--- src/rtl/core/ppgest_pkg.sv ---
// Shared types, widths and constants for the heart-rate and SpO2 estimator.
// No dependencies; every other file in rtl/core imports this package.
package ppgest_pkg;

   localparam int SMOOTH_WINDOW = 8;
   localparam int HISTORY_DEPTH = 8;

   localparam int SAMPLE_W  = 18;
   localparam int TICK_W    = 32;
   localparam int DC_W      = 34;
   localparam int DC_FRAC   = 16;
   localparam int ALPHA_W   = 16;
   localparam int PERIOD_W  = 10;
   localparam int IVL_W     = 16;
   localparam int HR_W      = 8;
   localparam int SPO2_W    = 7;
   localparam int STATUS_W  = 2;

   localparam int WIN_IDX_W = (SMOOTH_WINDOW > 1) ? $clog2(SMOOTH_WINDOW) : 1;
   localparam int WIN_CNT_W = $clog2(SMOOTH_WINDOW + 1);
   localparam int WIN_SUM_W = SAMPLE_W + $clog2(SMOOTH_WINDOW);

   localparam int HIST_IDX_W = $clog2(HISTORY_DEPTH);
   localparam int HIST_CNT_W = $clog2(HISTORY_DEPTH + 1);
   localparam int HIST_SUM_W = HR_W + HIST_CNT_W;

   localparam int DIV_N_W   = 40;
   localparam int DIV_D_W   = 34;
   localparam int DIV_CNT_W = 6;

   localparam int MUL_A_W = 34;
   localparam int MUL_B_W = 17;
   localparam int PROD_W  = MUL_A_W + MUL_B_W;
   localparam int ACC_W   = PROD_W + 1;
   localparam int SP_W    = 39;

   localparam int CSR_IDX_W  = 3;
   localparam int CSR_DATA_W = 18;

   localparam logic [CSR_IDX_W-1:0] CSR_PRESENCE   = 3'd0;
   localparam logic [CSR_IDX_W-1:0] CSR_MIN_HEIGHT = 3'd1;
   localparam logic [CSR_IDX_W-1:0] CSR_ALPHA      = 3'd2;
   localparam logic [CSR_IDX_W-1:0] CSR_TICK_MS    = 3'd3;
   localparam logic [CSR_IDX_W-1:0] CSR_MIN_IVL    = 3'd4;
   localparam logic [CSR_IDX_W-1:0] CSR_MAX_IVL    = 3'd5;

   localparam logic [SAMPLE_W-1:0] RST_PRESENCE   = 18'd10000;
   localparam logic [SAMPLE_W-1:0] RST_MIN_HEIGHT = 18'd100;
   localparam logic [ALPHA_W-1:0]  RST_ALPHA      = 16'd62259;
   localparam logic [PERIOD_W-1:0] RST_TICK_MS    = 10'd1;
   localparam logic [IVL_W-1:0]    RST_MIN_IVL    = 16'd350;
   localparam logic [IVL_W-1:0]    RST_MAX_IVL    = 16'd1500;

   localparam logic [STATUS_W-1:0] STATUS_IDLE     = 2'd0;
   localparam logic [STATUS_W-1:0] STATUS_SAMPLING = 2'd1;
   localparam logic [STATUS_W-1:0] STATUS_DONE     = 2'd2;

   localparam logic [MUL_B_W-1:0] DC_ONE   = 17'h10000;
   localparam logic [ACC_W-1:0]   DC_ROUND = 52'd32768;
   localparam logic [DIV_N_W-1:0] BPM_NUM  = 40'd60000;
   localparam logic [HR_W-1:0]    BPM_MAX  = 8'd255;
   localparam logic [5:0]         SPO2_FULL_C = 6'd10;
   localparam logic [SPO2_W-1:0]  SPO2_BASE   = 7'd110;
   localparam logic [SPO2_W-1:0]  SPO2_MAX    = 7'd100;

   typedef enum logic [4:0] {
      OP_NONE, OP_CLEAR, OP_WRITE, OP_SUM, OP_DIV_IR, OP_TAKE_IR, OP_DIV_RED,
      OP_TAKE_RED, OP_SEED, OP_MUL_IR_OLD, OP_MUL_IR_NEW, OP_UPD_IR,
      OP_MUL_RED_NEW, OP_UPD_RED, OP_DETECT, OP_IVL, OP_DIV_BPM, OP_TAKE_BPM,
      OP_HSUM, OP_DIV_HR, OP_TAKE_HR, OP_SPMUL, OP_SP_ZERO, OP_DIV_SP,
      OP_TAKE_SP, OP_VALID, OP_FINISH, OP_PUBLISH
   } op_type;

   typedef struct packed {
      op_type op;
   } cmd_type;

   typedef struct packed {
      logic below_thr;
      logic div_busy;
      logic dc_zero;
      logic beat;
      logic ivl_ok;
      logic hist_ok;
      logic spo2_en;
      logic spo2_over;
      logic rsp_free;
   } stat_type;

   typedef struct packed {
      logic [SAMPLE_W-1:0] presence;
      logic [SAMPLE_W-1:0] min_height;
      logic [ALPHA_W-1:0]  alpha;
      logic [PERIOD_W-1:0] tick_ms;
      logic [IVL_W-1:0]    min_ivl;
      logic [IVL_W-1:0]    max_ivl;
   } cfg_type;

endpackage

--- src/rtl/core/pulse_oximeter_hr_spo2_estimator_unit.sv ---
// Heart-rate and SpO2 estimator, top level: register file, controller, datapath.
// One sample at a time; the next sample is taken once the result of the last one has
// been published. A sample with a finger present runs two window-mean divides on the
// shared one-bit-per-cycle divider; a scored beat adds up to three (rate, mean, SpO2).
// Synchronous reset clears all estimator state and loads register defaults.
module pulse_oximeter_hr_spo2_estimator_unit import ppgest_pkg::*; (
   input  logic                  clock,
   input  logic                  reset,
   input  logic                  req_valid,
   output logic                  req_ready,
   input  logic [SAMPLE_W-1:0]   req_ir_sample,
   input  logic [SAMPLE_W-1:0]   req_red_sample,
   input  logic [TICK_W-1:0]     req_tick_now,
   output logic                  rsp_valid,
   input  logic                  rsp_ready,
   output logic [HR_W-1:0]       rsp_heart_rate,
   output logic [SPO2_W-1:0]     rsp_spo2_percent,
   output logic                  rsp_reading_valid,
   output logic [STATUS_W-1:0]   rsp_status,
   input  logic                  csr_valid,
   output logic                  csr_ready,
   input  logic [CSR_IDX_W-1:0]  csr_index,
   input  logic [CSR_DATA_W-1:0] csr_data
);

   cfg_type  cfg_ff;
   cmd_type  cmd;
   stat_type stat;

   always_ff @(posedge clock) begin
      if (reset) begin
         cfg_ff.presence   <= RST_PRESENCE;
         cfg_ff.min_height <= RST_MIN_HEIGHT;
         cfg_ff.alpha      <= RST_ALPHA;
         cfg_ff.tick_ms    <= RST_TICK_MS;
         cfg_ff.min_ivl    <= RST_MIN_IVL;
         cfg_ff.max_ivl    <= RST_MAX_IVL;
      end else if (csr_valid) begin
         case (csr_index)
            CSR_PRESENCE:   cfg_ff.presence   <= csr_data;
            CSR_MIN_HEIGHT: cfg_ff.min_height <= csr_data;
            CSR_ALPHA:      cfg_ff.alpha      <= csr_data[ALPHA_W-1:0];
            CSR_TICK_MS:    cfg_ff.tick_ms    <= csr_data[PERIOD_W-1:0];
            CSR_MIN_IVL:    cfg_ff.min_ivl    <= csr_data[IVL_W-1:0];
            CSR_MAX_IVL:    cfg_ff.max_ivl    <= csr_data[IVL_W-1:0];
            default: ;
         endcase
      end
   end

   assign csr_ready = 1'b1;

   ppgest_ctrl u_ctrl (
      .clock     (clock),
      .reset     (reset),
      .req_valid (req_valid),
      .req_ready (req_ready),
      .stat      (stat),
      .cmd       (cmd)
   );

   ppgest_dp u_dp (
      .clock             (clock),
      .reset             (reset),
      .cfg               (cfg_ff),
      .cmd               (cmd),
      .stat              (stat),
      .req_fire          (req_valid && req_ready),
      .req_ir_sample     (req_ir_sample),
      .req_red_sample    (req_red_sample),
      .req_tick_now      (req_tick_now),
      .rsp_ready         (rsp_ready),
      .rsp_valid         (rsp_valid),
      .rsp_heart_rate    (rsp_heart_rate),
      .rsp_spo2_percent  (rsp_spo2_percent),
      .rsp_reading_valid (rsp_reading_valid),
      .rsp_status        (rsp_status)
   );

endmodule

--- src/rtl/core/ppgest_div.sv ---
// Restoring divider, one quotient bit per cycle, shared by all divisions.
// Depends on ppgest_pkg for widths.
module ppgest_div import ppgest_pkg::*; (
   input  logic                 clock,
   input  logic                 reset,
   input  logic                 start,
   input  logic [DIV_N_W-1:0]   dividend,
   input  logic [DIV_D_W-1:0]   divisor,
   input  logic [DIV_CNT_W-1:0] bits,
   output logic                 busy,
   output logic [DIV_N_W-1:0]   quotient
);

   logic [DIV_N_W-1:0]   quo_ff;
   logic [DIV_D_W-1:0]   rem_ff, dvs_ff, rem_in;
   logic [DIV_CNT_W-1:0] cnt_ff;
   logic [DIV_D_W:0]     trial;
   logic                 fits;

   assign trial  = {rem_ff, quo_ff[DIV_N_W-1]};
   assign fits   = trial >= {1'b0, dvs_ff};
   assign rem_in = fits ? DIV_D_W'(trial - {1'b0, dvs_ff}) : trial[DIV_D_W-1:0];

   always_ff @(posedge clock) begin
      if (reset) begin
         cnt_ff <= '0;
      end else if (start) begin
         cnt_ff <= bits;
      end else if (cnt_ff != '0) begin
         cnt_ff <= cnt_ff - DIV_CNT_W'(1);
      end
   end

   always_ff @(posedge clock) begin
      if (start) begin
         // left-align the dividend so only the requested bits are walked
         quo_ff <= dividend << (DIV_CNT_W'(DIV_N_W) - bits);
         rem_ff <= '0;
         dvs_ff <= divisor;
      end else if (cnt_ff != '0) begin
         quo_ff <= {quo_ff[DIV_N_W-2:0], fits};
         rem_ff <= rem_in;
      end
   end

   assign busy     = cnt_ff != '0;
   assign quotient = quo_ff;

   a_start_idle: assert property (@(posedge clock) disable iff (reset)
      start |-> !busy)
      else $error("divider restarted while busy");

endmodule

--- src/rtl/core/ppgest_dp.sv ---
// Datapath: sample windows, DC averages, beat detector, rate history, SpO2
// and the result register. Depends on ppgest_pkg and ppgest_div.
module ppgest_dp import ppgest_pkg::*; (
   input  logic                clock,
   input  logic                reset,
   input  cfg_type             cfg,
   input  cmd_type             cmd,
   output stat_type            stat,
   input  logic                req_fire,
   input  logic [SAMPLE_W-1:0] req_ir_sample,
   input  logic [SAMPLE_W-1:0] req_red_sample,
   input  logic [TICK_W-1:0]   req_tick_now,
   input  logic                rsp_ready,
   output logic                rsp_valid,
   output logic [HR_W-1:0]     rsp_heart_rate,
   output logic [SPO2_W-1:0]   rsp_spo2_percent,
   output logic                rsp_reading_valid,
   output logic [STATUS_W-1:0] rsp_status
);

   // sample and scratch registers
   logic [SAMPLE_W-1:0]   ir_ff, red_ff, ir_s_ff, red_s_ff;
   logic [TICK_W-1:0]     now_ff;
   logic [WIN_SUM_W-1:0]  ir_sum_ff, red_sum_ff, ir_sum_in, red_sum_in;
   logic [WIN_CNT_W-1:0]  win_cnt_ff, win_cnt_in;
   logic [PROD_W-1:0]     prod_ff, prod_in;
   logic [ACC_W-1:0]      acc_ff, upd_sum;
   logic                  is_peak_ff, is_trough_ff, beat_ff;
   logic [HIST_SUM_W-1:0] hsum_ff, hsum_in;
   logic [HIST_CNT_W-1:0] hcnt_ff, hcnt_in;
   logic [SP_W-1:0]       num_ff, lim_ff;

   // estimator state
   logic [SAMPLE_W-1:0]   ir_win_ff  [SMOOTH_WINDOW];
   logic [SAMPLE_W-1:0]   red_win_ff [SMOOTH_WINDOW];
   logic [WIN_IDX_W-1:0]  win_pos_ff;
   logic                  win_full_ff;
   logic [SAMPLE_W-1:0]   prev_ff, prev2_ff, peak_level_ff, valley_level_ff;
   logic [DC_W-1:0]       dc_ir_ff, dc_red_ff;
   logic [TICK_W-1:0]     last_tick_ff;
   logic                  peak_seen_ff, rising_ff;
   logic [HR_W-1:0]       hist_ff [HISTORY_DEPTH];
   logic [HIST_IDX_W-1:0] hist_pos_ff;
   logic [HR_W-1:0]       held_hr_ff;
   logic [SPO2_W-1:0]     held_spo2_ff;
   logic                  held_valid_ff, finger_ff;

   logic                  rsp_valid_ff, rsp_rv_ff;
   logic [HR_W-1:0]       rsp_hr_ff;
   logic [SPO2_W-1:0]     rsp_spo2_ff;
   logic [STATUS_W-1:0]   rsp_status_ff;

   logic [MUL_A_W-1:0]    mul_a;
   logic [MUL_B_W-1:0]    mul_b, alpha_rest;
   logic [TICK_W-1:0]     tick_diff;
   logic                  det_en, is_peak, is_trough, amp_ok;
   logic [HR_W-1:0]       bpm_sat;
   logic [5:0]            sp_c;
   logic [SPO2_W-1:0]     sp_take;

   logic                  div_start, div_busy;
   logic [DIV_N_W-1:0]    div_n, div_q;
   logic [DIV_D_W-1:0]    div_d;
   logic [DIV_CNT_W-1:0]  div_bits;

   // window sums: slots never written since the last clear hold zero
   always_comb begin
      ir_sum_in  = '0;
      red_sum_in = '0;
      for (int i = 0; i < SMOOTH_WINDOW; i++) begin
         ir_sum_in  = ir_sum_in + WIN_SUM_W'(ir_win_ff[i]);
         red_sum_in = red_sum_in + WIN_SUM_W'(red_win_ff[i]);
      end
   end

   assign win_cnt_in = win_full_ff ? WIN_CNT_W'(SMOOTH_WINDOW)
                                   : WIN_CNT_W'(win_pos_ff) + WIN_CNT_W'(1);

   always_comb begin
      hsum_in = '0;
      hcnt_in = '0;
      for (int i = 0; i < HISTORY_DEPTH; i++) begin
         if (hist_ff[i] != '0) begin
            hsum_in = hsum_in + HIST_SUM_W'(hist_ff[i]);
            hcnt_in = hcnt_in + HIST_CNT_W'(1);
         end
      end
   end

   assign det_en    = win_full_ff && (prev2_ff != '0);
   assign is_peak   = (prev_ff > prev2_ff) && (prev_ff > ir_s_ff);
   assign is_trough = (prev_ff < prev2_ff) && (prev_ff < ir_s_ff);
   assign amp_ok    = (prev_ff > valley_level_ff)
                      && ((prev_ff - valley_level_ff) > cfg.min_height);
   assign tick_diff = now_ff - last_tick_ff;

   assign alpha_rest = DC_ONE - MUL_B_W'(cfg.alpha);

   always_comb begin
      unique case (cmd.op)
         OP_MUL_IR_OLD: begin
            mul_a = MUL_A_W'(dc_ir_ff);
            mul_b = MUL_B_W'(cfg.alpha);
         end
         OP_MUL_IR_NEW: begin
            mul_a = MUL_A_W'(ir_s_ff);
            mul_b = alpha_rest;
         end
         OP_UPD_IR: begin
            mul_a = MUL_A_W'(dc_red_ff);
            mul_b = MUL_B_W'(cfg.alpha);
         end
         OP_MUL_RED_NEW: begin
            mul_a = MUL_A_W'(red_s_ff);
            mul_b = alpha_rest;
         end
         OP_IVL: begin
            mul_a = MUL_A_W'(tick_diff);
            mul_b = MUL_B_W'(cfg.tick_ms);
         end
         default: begin
            mul_a = '0;
            mul_b = '0;
         end
      endcase
   end

   assign prod_in = PROD_W'(mul_a) * PROD_W'(mul_b);
   assign upd_sum = acc_ff + (ACC_W'(prod_ff) << DC_FRAC);

   always_comb begin
      unique case (cmd.op)
         OP_DIV_IR: begin
            div_n    = DIV_N_W'(ir_sum_ff);
            div_d    = DIV_D_W'(win_cnt_ff);
            div_bits = DIV_CNT_W'(WIN_SUM_W);
         end
         OP_DIV_RED: begin
            div_n    = DIV_N_W'(red_sum_ff);
            div_d    = DIV_D_W'(win_cnt_ff);
            div_bits = DIV_CNT_W'(WIN_SUM_W);
         end
         OP_DIV_BPM: begin
            div_n    = BPM_NUM;
            div_d    = DIV_D_W'(prod_ff[IVL_W-1:0]);
            div_bits = DIV_CNT_W'(IVL_W);
         end
         OP_DIV_HR: begin
            div_n    = DIV_N_W'(hsum_ff);
            div_d    = DIV_D_W'(hcnt_ff);
            div_bits = DIV_CNT_W'(HIST_SUM_W);
         end
         OP_DIV_SP: begin
            // round the quotient up
            div_n    = DIV_N_W'(num_ff) + DIV_N_W'(dc_red_ff) - DIV_N_W'(1);
            div_d    = dc_red_ff;
            div_bits = DIV_CNT_W'(DIV_N_W);
         end
         default: begin
            div_n    = '0;
            div_d    = '0;
            div_bits = '0;
         end
      endcase
   end

   assign div_start = (cmd.op == OP_DIV_IR) || (cmd.op == OP_DIV_RED)
                      || (cmd.op == OP_DIV_BPM) || (cmd.op == OP_DIV_HR)
                      || (cmd.op == OP_DIV_SP);

   ppgest_div u_div (
      .clock    (clock),
      .reset    (reset),
      .start    (div_start),
      .dividend (div_n),
      .divisor  (div_d),
      .bits     (div_bits),
      .busy     (div_busy),
      .quotient (div_q)
   );

   assign bpm_sat = (div_q[DIV_N_W-1:HR_W] != '0) ? BPM_MAX : div_q[HR_W-1:0];
   assign sp_c    = div_q[5:0];
   assign sp_take = (sp_c <= SPO2_FULL_C) ? SPO2_MAX : SPO2_BASE - SPO2_W'(sp_c);

   // estimator state; a missing finger clears it like reset
   always_ff @(posedge clock) begin
      if (reset || (cmd.op == OP_CLEAR)) begin
         for (int i = 0; i < SMOOTH_WINDOW; i++) begin
            ir_win_ff[i]  <= '0;
            red_win_ff[i] <= '0;
         end
         for (int i = 0; i < HISTORY_DEPTH; i++) begin
            hist_ff[i] <= '0;
         end
         win_pos_ff      <= '0;
         win_full_ff     <= 1'b0;
         prev_ff         <= '0;
         prev2_ff        <= '0;
         dc_ir_ff        <= '0;
         dc_red_ff       <= '0;
         peak_level_ff   <= '0;
         valley_level_ff <= '0;
         last_tick_ff    <= '0;
         peak_seen_ff    <= 1'b0;
         rising_ff       <= 1'b0;
         hist_pos_ff     <= '0;
         held_hr_ff      <= '0;
         held_spo2_ff    <= '0;
         held_valid_ff   <= 1'b0;
         finger_ff       <= 1'b0;
      end else begin
         case (cmd.op)
            OP_WRITE: begin
               ir_win_ff[win_pos_ff]  <= ir_ff;
               red_win_ff[win_pos_ff] <= red_ff;
               finger_ff              <= 1'b1;
            end
            OP_TAKE_RED: begin
               if (win_pos_ff == WIN_IDX_W'(SMOOTH_WINDOW - 1)) begin
                  win_pos_ff  <= '0;
                  win_full_ff <= 1'b1;
               end else begin
                  win_pos_ff <= win_pos_ff + WIN_IDX_W'(1);
               end
            end
            OP_SEED: begin
               dc_ir_ff  <= DC_W'({ir_s_ff, DC_FRAC'(0)});
               dc_red_ff <= DC_W'({red_s_ff, DC_FRAC'(0)});
            end
            OP_UPD_IR:  dc_ir_ff  <= upd_sum[DC_FRAC +: DC_W];
            OP_UPD_RED: dc_red_ff <= upd_sum[DC_FRAC +: DC_W];
            OP_TAKE_BPM: begin
               hist_ff[hist_pos_ff] <= bpm_sat;
               if (hist_pos_ff == HIST_IDX_W'(HISTORY_DEPTH - 1)) begin
                  hist_pos_ff <= '0;
               end else begin
                  hist_pos_ff <= hist_pos_ff + HIST_IDX_W'(1);
               end
            end
            OP_TAKE_HR:  held_hr_ff    <= div_q[HR_W-1:0];
            OP_SP_ZERO:  held_spo2_ff  <= '0;
            OP_TAKE_SP:  held_spo2_ff  <= sp_take;
            OP_VALID:    held_valid_ff <= hcnt_ff >= HIST_CNT_W'(2);
            OP_FINISH: begin
               if (is_peak_ff) begin
                  peak_level_ff <= prev_ff;
                  last_tick_ff  <= now_ff;
                  peak_seen_ff  <= 1'b1;
                  rising_ff     <= 1'b0;
               end
               if (is_trough_ff) begin
                  valley_level_ff <= prev_ff;
                  rising_ff       <= 1'b1;
               end
               prev2_ff <= prev_ff;
               prev_ff  <= ir_s_ff;
            end
            default: ;
         endcase
      end
   end

   always_ff @(posedge clock) begin
      if (req_fire) begin
         ir_ff  <= req_ir_sample;
         red_ff <= req_red_sample;
         now_ff <= req_tick_now;
      end
      case (cmd.op) inside
         OP_SUM: begin
            ir_sum_ff  <= ir_sum_in;
            red_sum_ff <= red_sum_in;
            win_cnt_ff <= win_cnt_in;
         end
         OP_TAKE_IR:  ir_s_ff  <= div_q[SAMPLE_W-1:0];
         OP_TAKE_RED: red_s_ff <= div_q[SAMPLE_W-1:0];
         OP_MUL_IR_OLD, OP_UPD_IR, OP_IVL: prod_ff <= prod_in;
         OP_MUL_IR_NEW, OP_MUL_RED_NEW: begin
            acc_ff  <= ACC_W'(prod_ff) + DC_ROUND;
            prod_ff <= prod_in;
         end
         OP_DETECT: begin
            is_peak_ff   <= det_en && is_peak && rising_ff;
            is_trough_ff <= det_en && is_trough;
            beat_ff      <= det_en && is_peak && rising_ff && amp_ok && peak_seen_ff;
         end
         OP_HSUM: begin
            hsum_ff <= hsum_in;
            hcnt_ff <= hcnt_in;
         end
         OP_SPMUL: begin
            num_ff <= (SP_W'(dc_ir_ff) << 4) + (SP_W'(dc_ir_ff) << 2);
            lim_ff <= (SP_W'(dc_red_ff) << 5) - (SP_W'(dc_red_ff) << 1);
         end
         default: ;
      endcase
   end

   always_ff @(posedge clock) begin
      if (reset) begin
         rsp_valid_ff <= 1'b0;
      end else if (cmd.op == OP_PUBLISH) begin
         rsp_valid_ff <= 1'b1;
      end else if (rsp_ready) begin
         rsp_valid_ff <= 1'b0;
      end
   end

   always_ff @(posedge clock) begin
      if (cmd.op == OP_PUBLISH) begin
         rsp_hr_ff   <= held_hr_ff;
         rsp_spo2_ff <= held_spo2_ff;
         rsp_rv_ff   <= held_valid_ff;
         if (!finger_ff) begin
            rsp_status_ff <= STATUS_IDLE;
         end else if (held_valid_ff) begin
            rsp_status_ff <= STATUS_DONE;
         end else begin
            rsp_status_ff <= STATUS_SAMPLING;
         end
      end
   end

   assign rsp_valid         = rsp_valid_ff;
   assign rsp_heart_rate    = rsp_hr_ff;
   assign rsp_spo2_percent  = rsp_spo2_ff;
   assign rsp_reading_valid = rsp_rv_ff;
   assign rsp_status        = rsp_status_ff;

   assign stat.below_thr = ir_ff < cfg.presence;
   assign stat.div_busy  = div_busy;
   assign stat.dc_zero   = dc_ir_ff == '0;
   assign stat.beat      = beat_ff;
   assign stat.ivl_ok    = (prod_ff > PROD_W'(cfg.min_ivl))
                           && (prod_ff < PROD_W'(cfg.max_ivl));
   assign stat.hist_ok   = hcnt_ff >= HIST_CNT_W'(2);
   assign stat.spo2_en   = (dc_ir_ff != '0) && (dc_red_ff != '0)
                           && (peak_level_ff > valley_level_ff);
   assign stat.spo2_over = num_ff > lim_ff;
   assign stat.rsp_free  = !rsp_valid_ff || rsp_ready;

   a_publish_free: assert property (@(posedge clock) disable iff (reset)
      (cmd.op == OP_PUBLISH) |-> !rsp_valid_ff)
      else $error("result overwritten before transfer");

endmodule

--- src/rtl/core/ppgest_ctrl.sv ---
// Controller: sequences the datapath through one sample per transfer.
// Depends on ppgest_pkg for the command and status structs.
module ppgest_ctrl import ppgest_pkg::*; (
   input  logic     clock,
   input  logic     reset,
   input  logic     req_valid,
   output logic     req_ready,
   input  stat_type stat,
   output cmd_type  cmd
);

   typedef enum logic [5:0] {
      S_IDLE, S_CHECK, S_CLEAR, S_WRITE, S_SUM, S_DIV_IR, S_WAIT_IR, S_TAKE_IR,
      S_DIV_RED, S_WAIT_RED, S_TAKE_RED, S_DC, S_SEED, S_M1, S_M2, S_M3, S_M4,
      S_M5, S_DETECT, S_BEAT, S_IVL, S_IVL_CHK, S_DIV_BPM, S_WAIT_BPM,
      S_TAKE_BPM, S_HSUM, S_HIST_CHK, S_DIV_HR, S_WAIT_HR, S_TAKE_HR, S_SPO2,
      S_SPMUL, S_SP_CHK, S_SP_ZERO, S_DIV_SP, S_WAIT_SP, S_TAKE_SP, S_VALID,
      S_FINISH, S_OUT, S_PUB
   } state_type;

   state_type state_ff, state_in;
   op_type    op_ff, op_in;

   // the op registered with a state runs only as that state is entered, not while it is held
   always_comb begin
      state_in = state_ff;
      op_in    = OP_NONE;
      unique case (state_ff)
         S_IDLE:     if (req_valid) state_in = S_CHECK;
         S_CHECK: begin
            if (stat.below_thr) begin
               state_in = S_CLEAR;
               op_in    = OP_CLEAR;
            end else begin
               state_in = S_WRITE;
               op_in    = OP_WRITE;
            end
         end
         S_CLEAR:    state_in = S_OUT;
         S_WRITE:    begin state_in = S_SUM;     op_in = OP_SUM;     end
         S_SUM:      begin state_in = S_DIV_IR;  op_in = OP_DIV_IR;  end
         S_DIV_IR:   state_in = S_WAIT_IR;
         S_WAIT_IR:  if (!stat.div_busy) begin state_in = S_TAKE_IR; op_in = OP_TAKE_IR; end
         S_TAKE_IR:  begin state_in = S_DIV_RED; op_in = OP_DIV_RED; end
         S_DIV_RED:  state_in = S_WAIT_RED;
         S_WAIT_RED: if (!stat.div_busy) begin state_in = S_TAKE_RED; op_in = OP_TAKE_RED; end
         S_TAKE_RED: state_in = S_DC;
         S_DC: begin
            if (stat.dc_zero) begin
               state_in = S_SEED;
               op_in    = OP_SEED;
            end else begin
               state_in = S_M1;
               op_in    = OP_MUL_IR_OLD;
            end
         end
         S_SEED:     begin state_in = S_DETECT;  op_in = OP_DETECT;      end
         S_M1:       begin state_in = S_M2;      op_in = OP_MUL_IR_NEW;  end
         S_M2:       begin state_in = S_M3;      op_in = OP_UPD_IR;      end
         S_M3:       begin state_in = S_M4;      op_in = OP_MUL_RED_NEW; end
         S_M4:       begin state_in = S_M5;      op_in = OP_UPD_RED;     end
         S_M5:       begin state_in = S_DETECT;  op_in = OP_DETECT;      end
         S_DETECT:   state_in = S_BEAT;
         S_BEAT: begin
            if (stat.beat) begin
               state_in = S_IVL;
               op_in    = OP_IVL;
            end else begin
               state_in = S_FINISH;
               op_in    = OP_FINISH;
            end
         end
         S_IVL:      state_in = S_IVL_CHK;
         S_IVL_CHK: begin
            if (stat.ivl_ok) begin
               state_in = S_DIV_BPM;
               op_in    = OP_DIV_BPM;
            end else begin
               state_in = S_FINISH;
               op_in    = OP_FINISH;
            end
         end
         S_DIV_BPM:  state_in = S_WAIT_BPM;
         S_WAIT_BPM: if (!stat.div_busy) begin state_in = S_TAKE_BPM; op_in = OP_TAKE_BPM; end
         S_TAKE_BPM: begin state_in = S_HSUM; op_in = OP_HSUM; end
         S_HSUM:     state_in = S_HIST_CHK;
         S_HIST_CHK: begin
            if (stat.hist_ok) begin
               state_in = S_DIV_HR;
               op_in    = OP_DIV_HR;
            end else begin
               state_in = S_SPO2;
            end
         end
         S_DIV_HR:   state_in = S_WAIT_HR;
         S_WAIT_HR:  if (!stat.div_busy) begin state_in = S_TAKE_HR; op_in = OP_TAKE_HR; end
         S_TAKE_HR:  state_in = S_SPO2;
         S_SPO2: begin
            if (stat.spo2_en) begin
               state_in = S_SPMUL;
               op_in    = OP_SPMUL;
            end else begin
               state_in = S_VALID;
               op_in    = OP_VALID;
            end
         end
         S_SPMUL:    state_in = S_SP_CHK;
         S_SP_CHK: begin
            if (stat.spo2_over) begin
               state_in = S_SP_ZERO;
               op_in    = OP_SP_ZERO;
            end else begin
               state_in = S_DIV_SP;
               op_in    = OP_DIV_SP;
            end
         end
         S_SP_ZERO:  begin state_in = S_VALID; op_in = OP_VALID; end
         S_DIV_SP:   state_in = S_WAIT_SP;
         S_WAIT_SP:  if (!stat.div_busy) begin state_in = S_TAKE_SP; op_in = OP_TAKE_SP; end
         S_TAKE_SP:  begin state_in = S_VALID;  op_in = OP_VALID;  end
         S_VALID:    begin state_in = S_FINISH; op_in = OP_FINISH; end
         S_FINISH:   state_in = S_OUT;
         S_OUT:      if (stat.rsp_free) begin state_in = S_PUB; op_in = OP_PUBLISH; end
         S_PUB:      state_in = S_IDLE;
         default:    state_in = S_IDLE;
      endcase
   end

   always_ff @(posedge clock) begin
      if (reset) begin
         state_ff <= S_IDLE;
         op_ff    <= OP_NONE;
      end else begin
         state_ff <= state_in;
         op_ff    <= op_in;
      end
   end

   assign req_ready = state_ff == S_IDLE;
   assign cmd.op    = op_ff;

   a_accept_check: assert property (@(posedge clock) disable iff (reset)
      (req_valid && req_ready) |=> (state_ff == S_CHECK && op_ff == OP_NONE))
      else $error("transfer accepted without sample check");

endmodule

--- config.mk ---
export PLATFORM = sky130hd
export DESIGN_NAME = pulse_oximeter_hr_spo2_estimator_unit
export DESIGN_NICKNAME = d
export VERILOG_FILES = /design/src/rtl/core/ppgest_pkg.sv /design/src/rtl/core/pulse_oximeter_hr_spo2_estimator_unit.sv /design/src/rtl/core/ppgest_div.sv /design/src/rtl/core/ppgest_dp.sv /design/src/rtl/core/ppgest_ctrl.sv
export SDC_FILE = /design/constraint.sdc
export NUM_CORES = 2
export LEC_CHECK = 0
export BUFFER_PORTS_ARGS = -buffer_cell sky130_fd_sc_hd__buf_2
export CAP_MARGIN = 10
export CORE_MARGIN = 2
export CORE_UTILIZATION = 35
export DETAILED_ROUTE_END_ITERATION = 8
export PLACE_DENSITY_LB_ADDON = 0.25
export SYNTH_ARGS = -nofsm -noshare
export SYNTH_HDL_FRONTEND = slang
export SYNTH_SLANG_ARGS = --single-unit
--- constraint.sdc ---
create_clock -name clock -period 9.4 [get_ports clock]
set_input_delay 1.88 -clock clock [delete_from_list [all_inputs] [get_ports clock]]
set_output_delay 1.88 -clock clock [all_outputs]
set_load 0.005 [all_outputs]
---- After elaboration in Yosys (flattened, before gate mapping) ----
Memories as Yosys holds them, arrays and structs flattened.
Index checks and enable logic that the tools add are counted.
storage, ports and cells
  flip-flop bits (word level) ............. 784
  RAM bits ................................ 352
  input port bits ......................... 94
  output and inout bits ................... 21
  word-level logic and storage cells ...... 357
  memories ................................ 3
cells by class
  $add $sub $neg .......................... 44
  multipliers ............................. 1
  order comparisons ....................... 14
  eq/ne operators ......................... 80
  shift operators ......................... 1
  multiplexer cells ....................... 86
  bitwise logic cells ..................... 7
  reductions and logical operators ........ 71
memories
  memory           words  width  rd ports  clocked after memory_dff  wr ports  line             source
  u_dp.ir_win_ff   8      18     8         0                         8         ppgest_dp.sv:34  logic [SAMPLE_W-1:0] ir_win_ff [SMOOTH_WINDOW];
  u_dp.red_win_ff  8      18     8         0                         8         ppgest_dp.sv:35  logic [SAMPLE_W-1:0] red_win_ff [SMOOTH_WINDOW];
  u_dp.hist_ff     8      8      8         0                         8         ppgest_dp.sv:42  logic [HR_W-1:0] hist_ff [HISTORY_DEPTH];
operator list
  cell                                                              count
  21-bit by 18-bit adder with 21-bit output                         12
  6-bit one-hot mux with 37 select lines                            1
  40-bit one-hot mux with 5 select lines                            1
  34-bit one-hot mux with 5 select lines                            1
  34-bit one-hot mux with 2 select lines                            2
  34-bit one-hot mux with 4 select lines                            1
  5-bit one-hot mux with 24 select lines                            1
  51-bit 2-to-1 mux                                                 2
  6-bit by 5-bit == test with 1-bit output, second input constant   16
  18-bit > comparator                                               5
  12-bit 2-to-1 mux                                                 7
  40-bit 2-to-1 mux                                                 2
  12-bit by 8-bit adder with 12-bit output                          6
  6-bit 2-to-1 mux                                                  12
  34-bit nonzero test                                               2
  8-bit nonzero test                                                8
  5-bit == test, second input constant                              12
  18-bit less-than comparator                                       3
  51-bit by 16-bit > comparator with 1-bit output                   1
  51-bit by 16-bit less-than comparator with 1-bit output           1
  34-bit by 17-bit multiplier with 51-bit output                    1
  17-bit one-hot mux with 3 select lines                            1
  50-bit by 16-bit adder with 50-bit output, second input constant  1
  50-bit adder                                                      1
  68 further kinds                                                  204

---- Logic depth before layout (Yosys ltp) ----
An unclocked memory read counts as a cell.
  depth after elaboration ................. 17
  mapped depth ............................ 44
  depth with buffers taken out ............ 44

---- Cells and area by module ----
A second synthesis with hierarchy kept.
unflattened totals
  cells, all modules ...................... 9262
  area, all modules ....................... 89036.6 um^2
modules (own cells, without submodules)
  module                                 times used  cells an instance  area an instance (um^2)
  ppgest_dp                              1           7695               75099.5
  ppgest_div                             1           986                8677.1
  pulse_oximeter_hr_spo2_estimator_unit  1           354                3738.6
  ppgest_ctrl                            1           227                1521.5

---- Least setup slack after synthesis ----
No wires, ideal clock.
  path kind ............................... reg2reg
  from .................................... register u_dp.now_ff[0]
  to ...................................... register u_dp.prod_ff[49], data pin
  setup time .............................. 264 ps
  arrival time ............................ 8812 ps
  required time ........................... 9136 ps
  path slack .............................. 325 ps
  stages on the path, launching flop included .. 40
  buffers on the path ..................... 1
  cells stage by stage .................... edfxtp_1 -> inv_1 -> ha_1 -> inv_1 -> fa_1 -> a21o_1 -> a21oi_1 -> nor2b_1 -> o21a_1 -> o22a_1 -> o211a_1 -> a221oi_1 -> nand2b_1 -> a21oi_1 -> xor2_1 -> o21ai_1 -> clkbuf_1 -> nand2_1 -> [... 4 more ...] -> fa_1 -> fa_1 -> fa_1 -> inv_1 -> fa_1 -> ha_1 -> nand2_1 -> a21oi_1 -> a221oi_1 -> o21ai_0 -> a21oi_1 -> o21ai_0 -> a221oi_1 -> o31ai_1 -> nand3_1 -> nand2_1 -> a221oi_1 -> xnor2_1
on the way
  cells in the longest elaborated chain, start to end .. 5
ends and longest elaborated chain
  item                                                line              source
  start: declaration                                  ppgest_dp.sv:23   logic [TICK_W-1:0] now_ff;
  start signal: assignment                            ppgest_dp.sv:268  now_ff <= req_tick_now;
  32-bit subtractor (*)                               ppgest_dp.sv:95   assign tick_diff = now_ff - last_tick_ff;
  34-bit one-hot mux with 5 select lines (*)          ppgest_dp.sv:100  unique case (cmd.op)
  34-bit by 17-bit multiplier with 51-bit output (*)  ppgest_dp.sv:128  assign prod_in = PROD_W'(mul_a) * PROD_W'(mul_b);
  named net u_dp.prod_in[49]                          ppgest_dp.sv:26   logic [PROD_W-1:0] prod_ff, prod_in;
  51-bit 2-to-1 mux                                   ppgest_dp.sv:270  case (cmd.op) inside
  51-bit 2-to-1 mux (*)                               ppgest_dp.sv:270
  end signal: assignment                              ppgest_dp.sv:278  OP_MUL_IR_OLD, OP_UPD_IR, OP_IVL: prod_ff <= prod_in;
  end signal: assignment                              ppgest_dp.sv:281  prod_ff <= prod_in;
  end: declaration                                    ppgest_dp.sv:26
Mark *: on every way through the listed nets, which the timed path passes. The rest lies on a longest branch. The select of a mux whose other input is x is not followed.
A chain may end at the register's enable or synchronous reset.

---- Worst setup path in the final report ----
Ends and elaborated chain as after synthesis.

==> report_table.html <==
<table>
<tr><th>Metric</th><th>Value</th></tr>
<tr><th colspan="2">Min path</th></tr>
<tr><td>Hold path cells</td><td>0</td></tr>
<tr><td>Hold_sp</td><td>u_dp.held_spo2_ff[2]$_SDFFE_PP0P_</td></tr>
<tr><td>Path category of the worst min-delay check</td><td>reg2reg</td></tr>
<tr><th colspan="2">Pwr</th></tr>
<tr><td>Portion of total power attributed to the clock network</td><td>20.7%</td></tr>
<tr><td>Total power per unit cell area</td><td>286.3 nW/µm²</td></tr>
<tr><td>Static Leakage</td><td>0.04136 µW</td></tr>
<tr><td>Sequential group share of total power</td><td>25.5%</td></tr>
<tr><td>Net Sw Frac</td><td>41.01%</td></tr>
<tr><td>Share of power burned in combinational logic</td><td>53.8%</td></tr>
<tr><td>Net switching power figure</td><td>11640 µW</td></tr>
<tr><td>Internal Power</td><td>16750 µW</td></tr>
<tr><td>Peak ir drop on the vdd network</td><td>0.4125 mV</td></tr>
<tr><th colspan="2">Routing</th></tr>
<tr><td>Remaining antenna violation count after routing</td><td>0</td></tr>
<tr><td>DRC violations left</td><td>0</td></tr>
<tr><td>Average via count per standard cell</td><td>5.296</td></tr>
<tr><td>Final wirelength</td><td>285200 µm</td></tr>
<tr><td>Total number of vias</td><td>67890</td></tr>
<tr><td>DRT Pass-1 Iters</td><td>8</td></tr>
<tr><td>Routed wire per std cell</td><td>22.25 µm</td></tr>
<tr><td>DRC violation total after the first TritonRoute iteration</td><td>6268</td></tr>
<tr><th colspan="2">CTS</th></tr>
<tr><td>TritonCTS clock tree</td><td>yes</td></tr>
<tr><td>Buffer cell driving the clock tree root</td><td>sky130_fd_sc_hd__clkbuf_16</td></tr>
<tr><td>Sink Count</td><td>1117</td></tr>
<tr><td>CTS Buffer Depth</td><td>3</td></tr>
<tr><td>Clock-pin slew of the registers on the worst-case setup and hold paths</td><td>0.06 ns</td></tr>
<tr><td>Clk Latency, worst-skew pair</td><td>0.82 ns</td></tr>
<tr><td>Number of buffers created by CTS</td><td>140</td></tr>
<tr><td>Clock H-tree levels</td><td>4</td></tr>
<tr><th colspan="2">Floorplan</th></tr>
<tr><td>Placeable core area</td><td>248000 µm²</td></tr>
<tr><td>Initial standard-cell utilization of the core</td><td>35.12%</td></tr>
<tr><td>Number of ports placed on the die boundary</td><td>115</td></tr>
<tr><td>Area of the die</td><td>252800 µm²</td></tr>
<tr><td>Placement Rows</td><td>183</td></tr>
<tr><td>Chip width</td><td>502.8 µm</td></tr>
<tr><td>Y dimension of the die</td><td>502.8 µm</td></tr>
<tr><th colspan="2">Yosys</th></tr>
<tr><td>Post-Syn Area</td><td>87080 µm²</td></tr>
<tr><td>Post-synthesis sequential area ratio</td><td>34.57%</td></tr>
<tr><td>Register bit total from synthesis</td><td>1117</td></tr>
<tr><td>Simple-gate area share of the yosys netlist</td><td>14.84%</td></tr>
<tr><td>Cell variety after synth</td><td>107</td></tr>
<tr><td>Post-synthesis adder-cell area fraction</td><td>25.34%</td></tr>
<tr><td>Yosys warning total</td><td>0</td></tr>
<tr><td>Async set-or-reset flop fraction in the synthesized netlist</td><td>0%</td></tr>
<tr><td>Instance count of the mapped netlist</td><td>9072</td></tr>
<tr><td>Prevailing post-synth register cell</td><td>sky130_fd_sc_hd__edfxtp_1</td></tr>
<tr><td>Area fraction in compound gates after synthesis</td><td>13.65%</td></tr>
<tr><td>Post-synthesis average cell area</td><td>9.598 µm²</td></tr>
<tr><td>Number of enable-type register cells in the synthesized netlist</td><td>773</td></tr>
<tr><td>Main combinational cell family by area after synthesis</td><td>adder cells</td></tr>
<tr><td>Post-synthesis share of cell area spent on xor and xnor gates</td><td>4.069%</td></tr>
<tr><td>Share of synthesized area spent on multiplexers</td><td>1.108%</td></tr>
<tr><th colspan="2">STA</th></tr>
<tr><td>Number of pins with negative max-slew slack in the final report</td><td>0</td></tr>
<tr><td>Number of failing setup endpoints in the final timing report</td><td>0</td></tr>
<tr><td>Post-route clock skew</td><td>0.04627 ns</td></tr>
<tr><td>Final worst path period share</td><td>98.05%</td></tr>
<tr><td>Final min period</td><td>9.216 ns</td></tr>
<tr><td>Hold violation total from the final report</td><td>0</td></tr>
<tr><td>Maximum clock rate</td><td>108.5 MHz</td></tr>
<tr><td>Worst Max-Slew Pin Slew</td><td>1.222 ns</td></tr>
<tr><td>Setup repair after global routing missed its margin</td><td>yes</td></tr>
<tr><td>Worst slew margin</td><td>18.56%</td></tr>
<tr><th colspan="2">Critical path</th></tr>
<tr><td>Type of origin of the critical path</td><td>flip-flop</td></tr>
<tr><td>Stage delay of the slowest cell on the critical path</td><td>0.55 ns</td></tr>
<tr><td>Arrival time of the worst setup path</td><td>9.76 ns</td></tr>
<tr><td>Critical-path cell with the highest stage delay</td><td>sky130_fd_sc_hd__fa_1</td></tr>
<tr><td>Highest fanout seen on the critical path</td><td>6</td></tr>
<tr><td>Reg-to-reg startpoint</td><td>u_dp.now_ff[0]$_DFFE_PP_</td></tr>
<tr><td>Startpoint of the worst setup timing path</td><td>u_dp.now_ff[0]$_DFFE_PP_</td></tr>
<tr><td>Required time at the worst-slack endpoint</td><td>9.95 ns</td></tr>
<tr><td>Logic depth of the worst register-to-register path</td><td>41</td></tr>
<tr><td>Capturing element type of the critical path</td><td>flip-flop</td></tr>
<tr><td>Most frequent cell on the critical path</td><td>sky130_fd_sc_hd__fa_1</td></tr>
<tr><td>Path type of the worst setup path</td><td>reg2reg</td></tr>
<tr><th colspan="2">Outcome</th></tr>
<tr><td>Outcome</td><td>complete, no violations</td></tr>
<tr><th colspan="2">Cells and area</th></tr>
<tr><td>Total area of sequential cells</td><td>30100 µm²</td></tr>
<tr><td>Final standard cell utilization of the core</td><td>39.99%</td></tr>
<tr><td>Number of fill cells</td><td>24400</td></tr>
<tr><td>Synth-to-Final Area Change</td><td>13.88%</td></tr>
<tr><td>Multi-input logic area</td><td>52130 µm²</td></tr>
<tr><td>Layout Cell Area excl Fill</td><td>99160 µm²</td></tr>
<tr><td>Net count reported at finish</td><td>10830</td></tr>
<tr><td>Fraction of layout instances using a drive strength above 1</td><td>9.594%</td></tr>
<tr><th colspan="2">Place</th></tr>
<tr><td>Cell Area, Placed</td><td>93630 µm²</td></tr>
<tr><td>Placed wire-length estimate after detailed placement</td><td>221400 µm</td></tr>
<tr><td>Routability congestion estimate from global placement</td><td>0.9482</td></tr>
<tr><td>Port Buffer Count</td><td>113</td></tr>
<tr><th colspan="2">Job</th></tr>
<tr><td>Max capacitance violation total</td><td>0</td></tr>
<tr><th colspan="2">Global routing</th></tr>
<tr><td>Largest net degree at the start of global routing</td><td>165</td></tr>
<tr><td>Global-route wire length before repair</td><td>428200 µm</td></tr>
<tr><td>Vias in the first global route</td><td>67520</td></tr>
<tr><td>Global routing usage summed across all routing layers</td><td>22.36%</td></tr>
<tr><td>Antenna violations before repair</td><td>11</td></tr>
<tr><td>Overflow left after global routing</td><td>0</td></tr>
</table>
flip-flops by register name, indices dropped and copies added (netlist names), 34 cells and up:
name / flops
u_dp.hist_ff: 64
cfg_ff: 94
u_dp.acc_ff: 34
u_dp.u_div.quotient: 40
u_dp.lim_ff: 38
u_dp.u_div.rem_ff: 34
u_dp.num_ff: 37
u_dp.dc_red_ff: 34
u_dp.prod_ff: 51
u_dp.dc_ir_ff: 34
u_dp.u_div.dvs_ff: 34
u_dp.ir_win_ff: 144
u_dp.red_win_ff: 144
per-layer routing:
layer	vias to the layer above	share of wire [%]	global-route usage, %
met5	-	0.0046	0
met4	2	3.1	6.737
met3	365	6.2	3.192
met2	2091	46	35.87
met1	33930	45	31.15
li1	31500	-	-
synthesized netlist by cell type, drive strengths merged, types with 40 or more instances:
cell type	instances	area, µm²
nor2	530	1989
edfxtp	773	23210
nor3	106	540.5
nand2	1199	4513
and2	361	2260
nand3	111	573.1
nor2b	119	752.0
a21oi	601	3015
nand4	72	450.4
xnor2	268	2347
inv	1139	4275
clkbuf	300	1136
dfxtp	344	6887
or3	40	256.5
a211oi	58	435.4
o21bai	51	382.9
a21o	193	1449
nor4	67	419.2
o21ai	328	1642
o21a	79	593.1
nand2b	65	414.1
xor2	134	1174
ha	691	8646
o211ai	53	411.6
mux2i	60	600.6
fa	670	13410
a31oi	57	362.8
a22oi	137	1028
critical path, delay by kind of cell, from the launching register on:
kind	cells	cell delay [ns]
adder cells (fa/ha/maj)	9	3.72
AO/OA/AOI/OAI	14	2.84
buffers and inverters	10	1.05
AND/OR/NAND/NOR	6	0.63
flip-flops	1	0.40
XOR/XNOR	2	0.33
through the flow:
stage | std cells | hold slack (ns) | power [µW] | setup WS [ns] | setup TNS, ns
after floorplan | 9087 | 0.4080 | 18580 | 0.3245 | 0
after global placement | 12550 | 0.4235 | 22300 | -0.4124 | -1.729
after detailed placement | 12550 | 0.4196 | 22530 | -0.4357 | -2.712
after CTS | 12800 | 0.4344 | 28580 | 0.002623 | 0
after global routing | 12820 | 0.4409 | 30600 | -0.1563 | -0.2880
final | 12820 | 0.4316 | 28390 | 0.1838 | 0
kinds of logic (layout without fill, tap and decap cells):
logic type / Yosys count / count (layout)
AO/OA/AOI/OAI: 1849 / 1849
XOR/XNOR: 403 / 403
adder cells (fa/ha/maj): 1362 / 1362
buffers and inverters: 1471 / 1869
flip-flops: 1117 / 1117
multiplexers: 91 / 91
other: 2 / 22
AND/OR/NAND/NOR: 2777 / 2777
cells in the final DEF (no fill, tap or decap), drive strengths merged, types with 57 or more instances in the layout:
cell type and count:
edfxtp 773, o21ai 328, and2 361, nor4 67
nand2 1199, nand2b 65, xor2 134, inv 1147
buf 469, nor3 106, a211oi 58, ha 691
xnor2 268, mux2i 60, nand3 111, a21o 193
o21a 79, nand4 72, dfxtp 344, fa 670
nor2 530, a22oi 137, a21oi 601, nor2b 119
a31oi 57, clkbuf 171
area by class of cell:
cell class                 count  share of cell area, %
sequential                  1117                  30.35
clock inverter                87                  1.243
timing repair buffer         470                  3.491
clock buffer                 170                  3.812
antenna                        5                0.01262
multi-input combinational   6499                  52.56
inverter                    1142                  4.323
tap                         3330                  4.202
power groups by stage:
| stage | registers (µW) | clock network (µW) | logic, µW |
|---|---|---|---|
| after global routing | 7280 | 6180 | 17100 |
| after detailed placement | 7330 | 0 | 15200 |
| after CTS | 7230 | 6010 | 15300 |
| after floorplan | 7020 | 0 | 11600 |
| final | 7230 | 5890 | 15300 |
| after global placement | 7320 | 0 | 15000 |
timing repair:
| action | CTS | global route |
|---|---|---|
| gates resized for setup | 15 | 71 |
| hold buffers | 0 | 0 |
| pin swaps | 1 | 50 |
| cloned | 0 | 1 |
| endpoints found under the setup margin | 13 | 20 |
| buffers inserted | 0 | 12 |
worst paths after layout:
path / endpoint / slack (ns)
min reg2reg: u_dp.rsp_spo2_percent[2]$_DFFE_PP_ / 0.43
min: u_dp.rsp_spo2_percent[2]$_DFFE_PP_ / 0.43
max: u_dp.prod_ff[49]$_DFFE_PP_ / 0.18
max reg2reg: u_dp.prod_ff[49]$_DFFE_PP_ / 0.18
No activity file was read; power rests on OpenSTA's default activity.
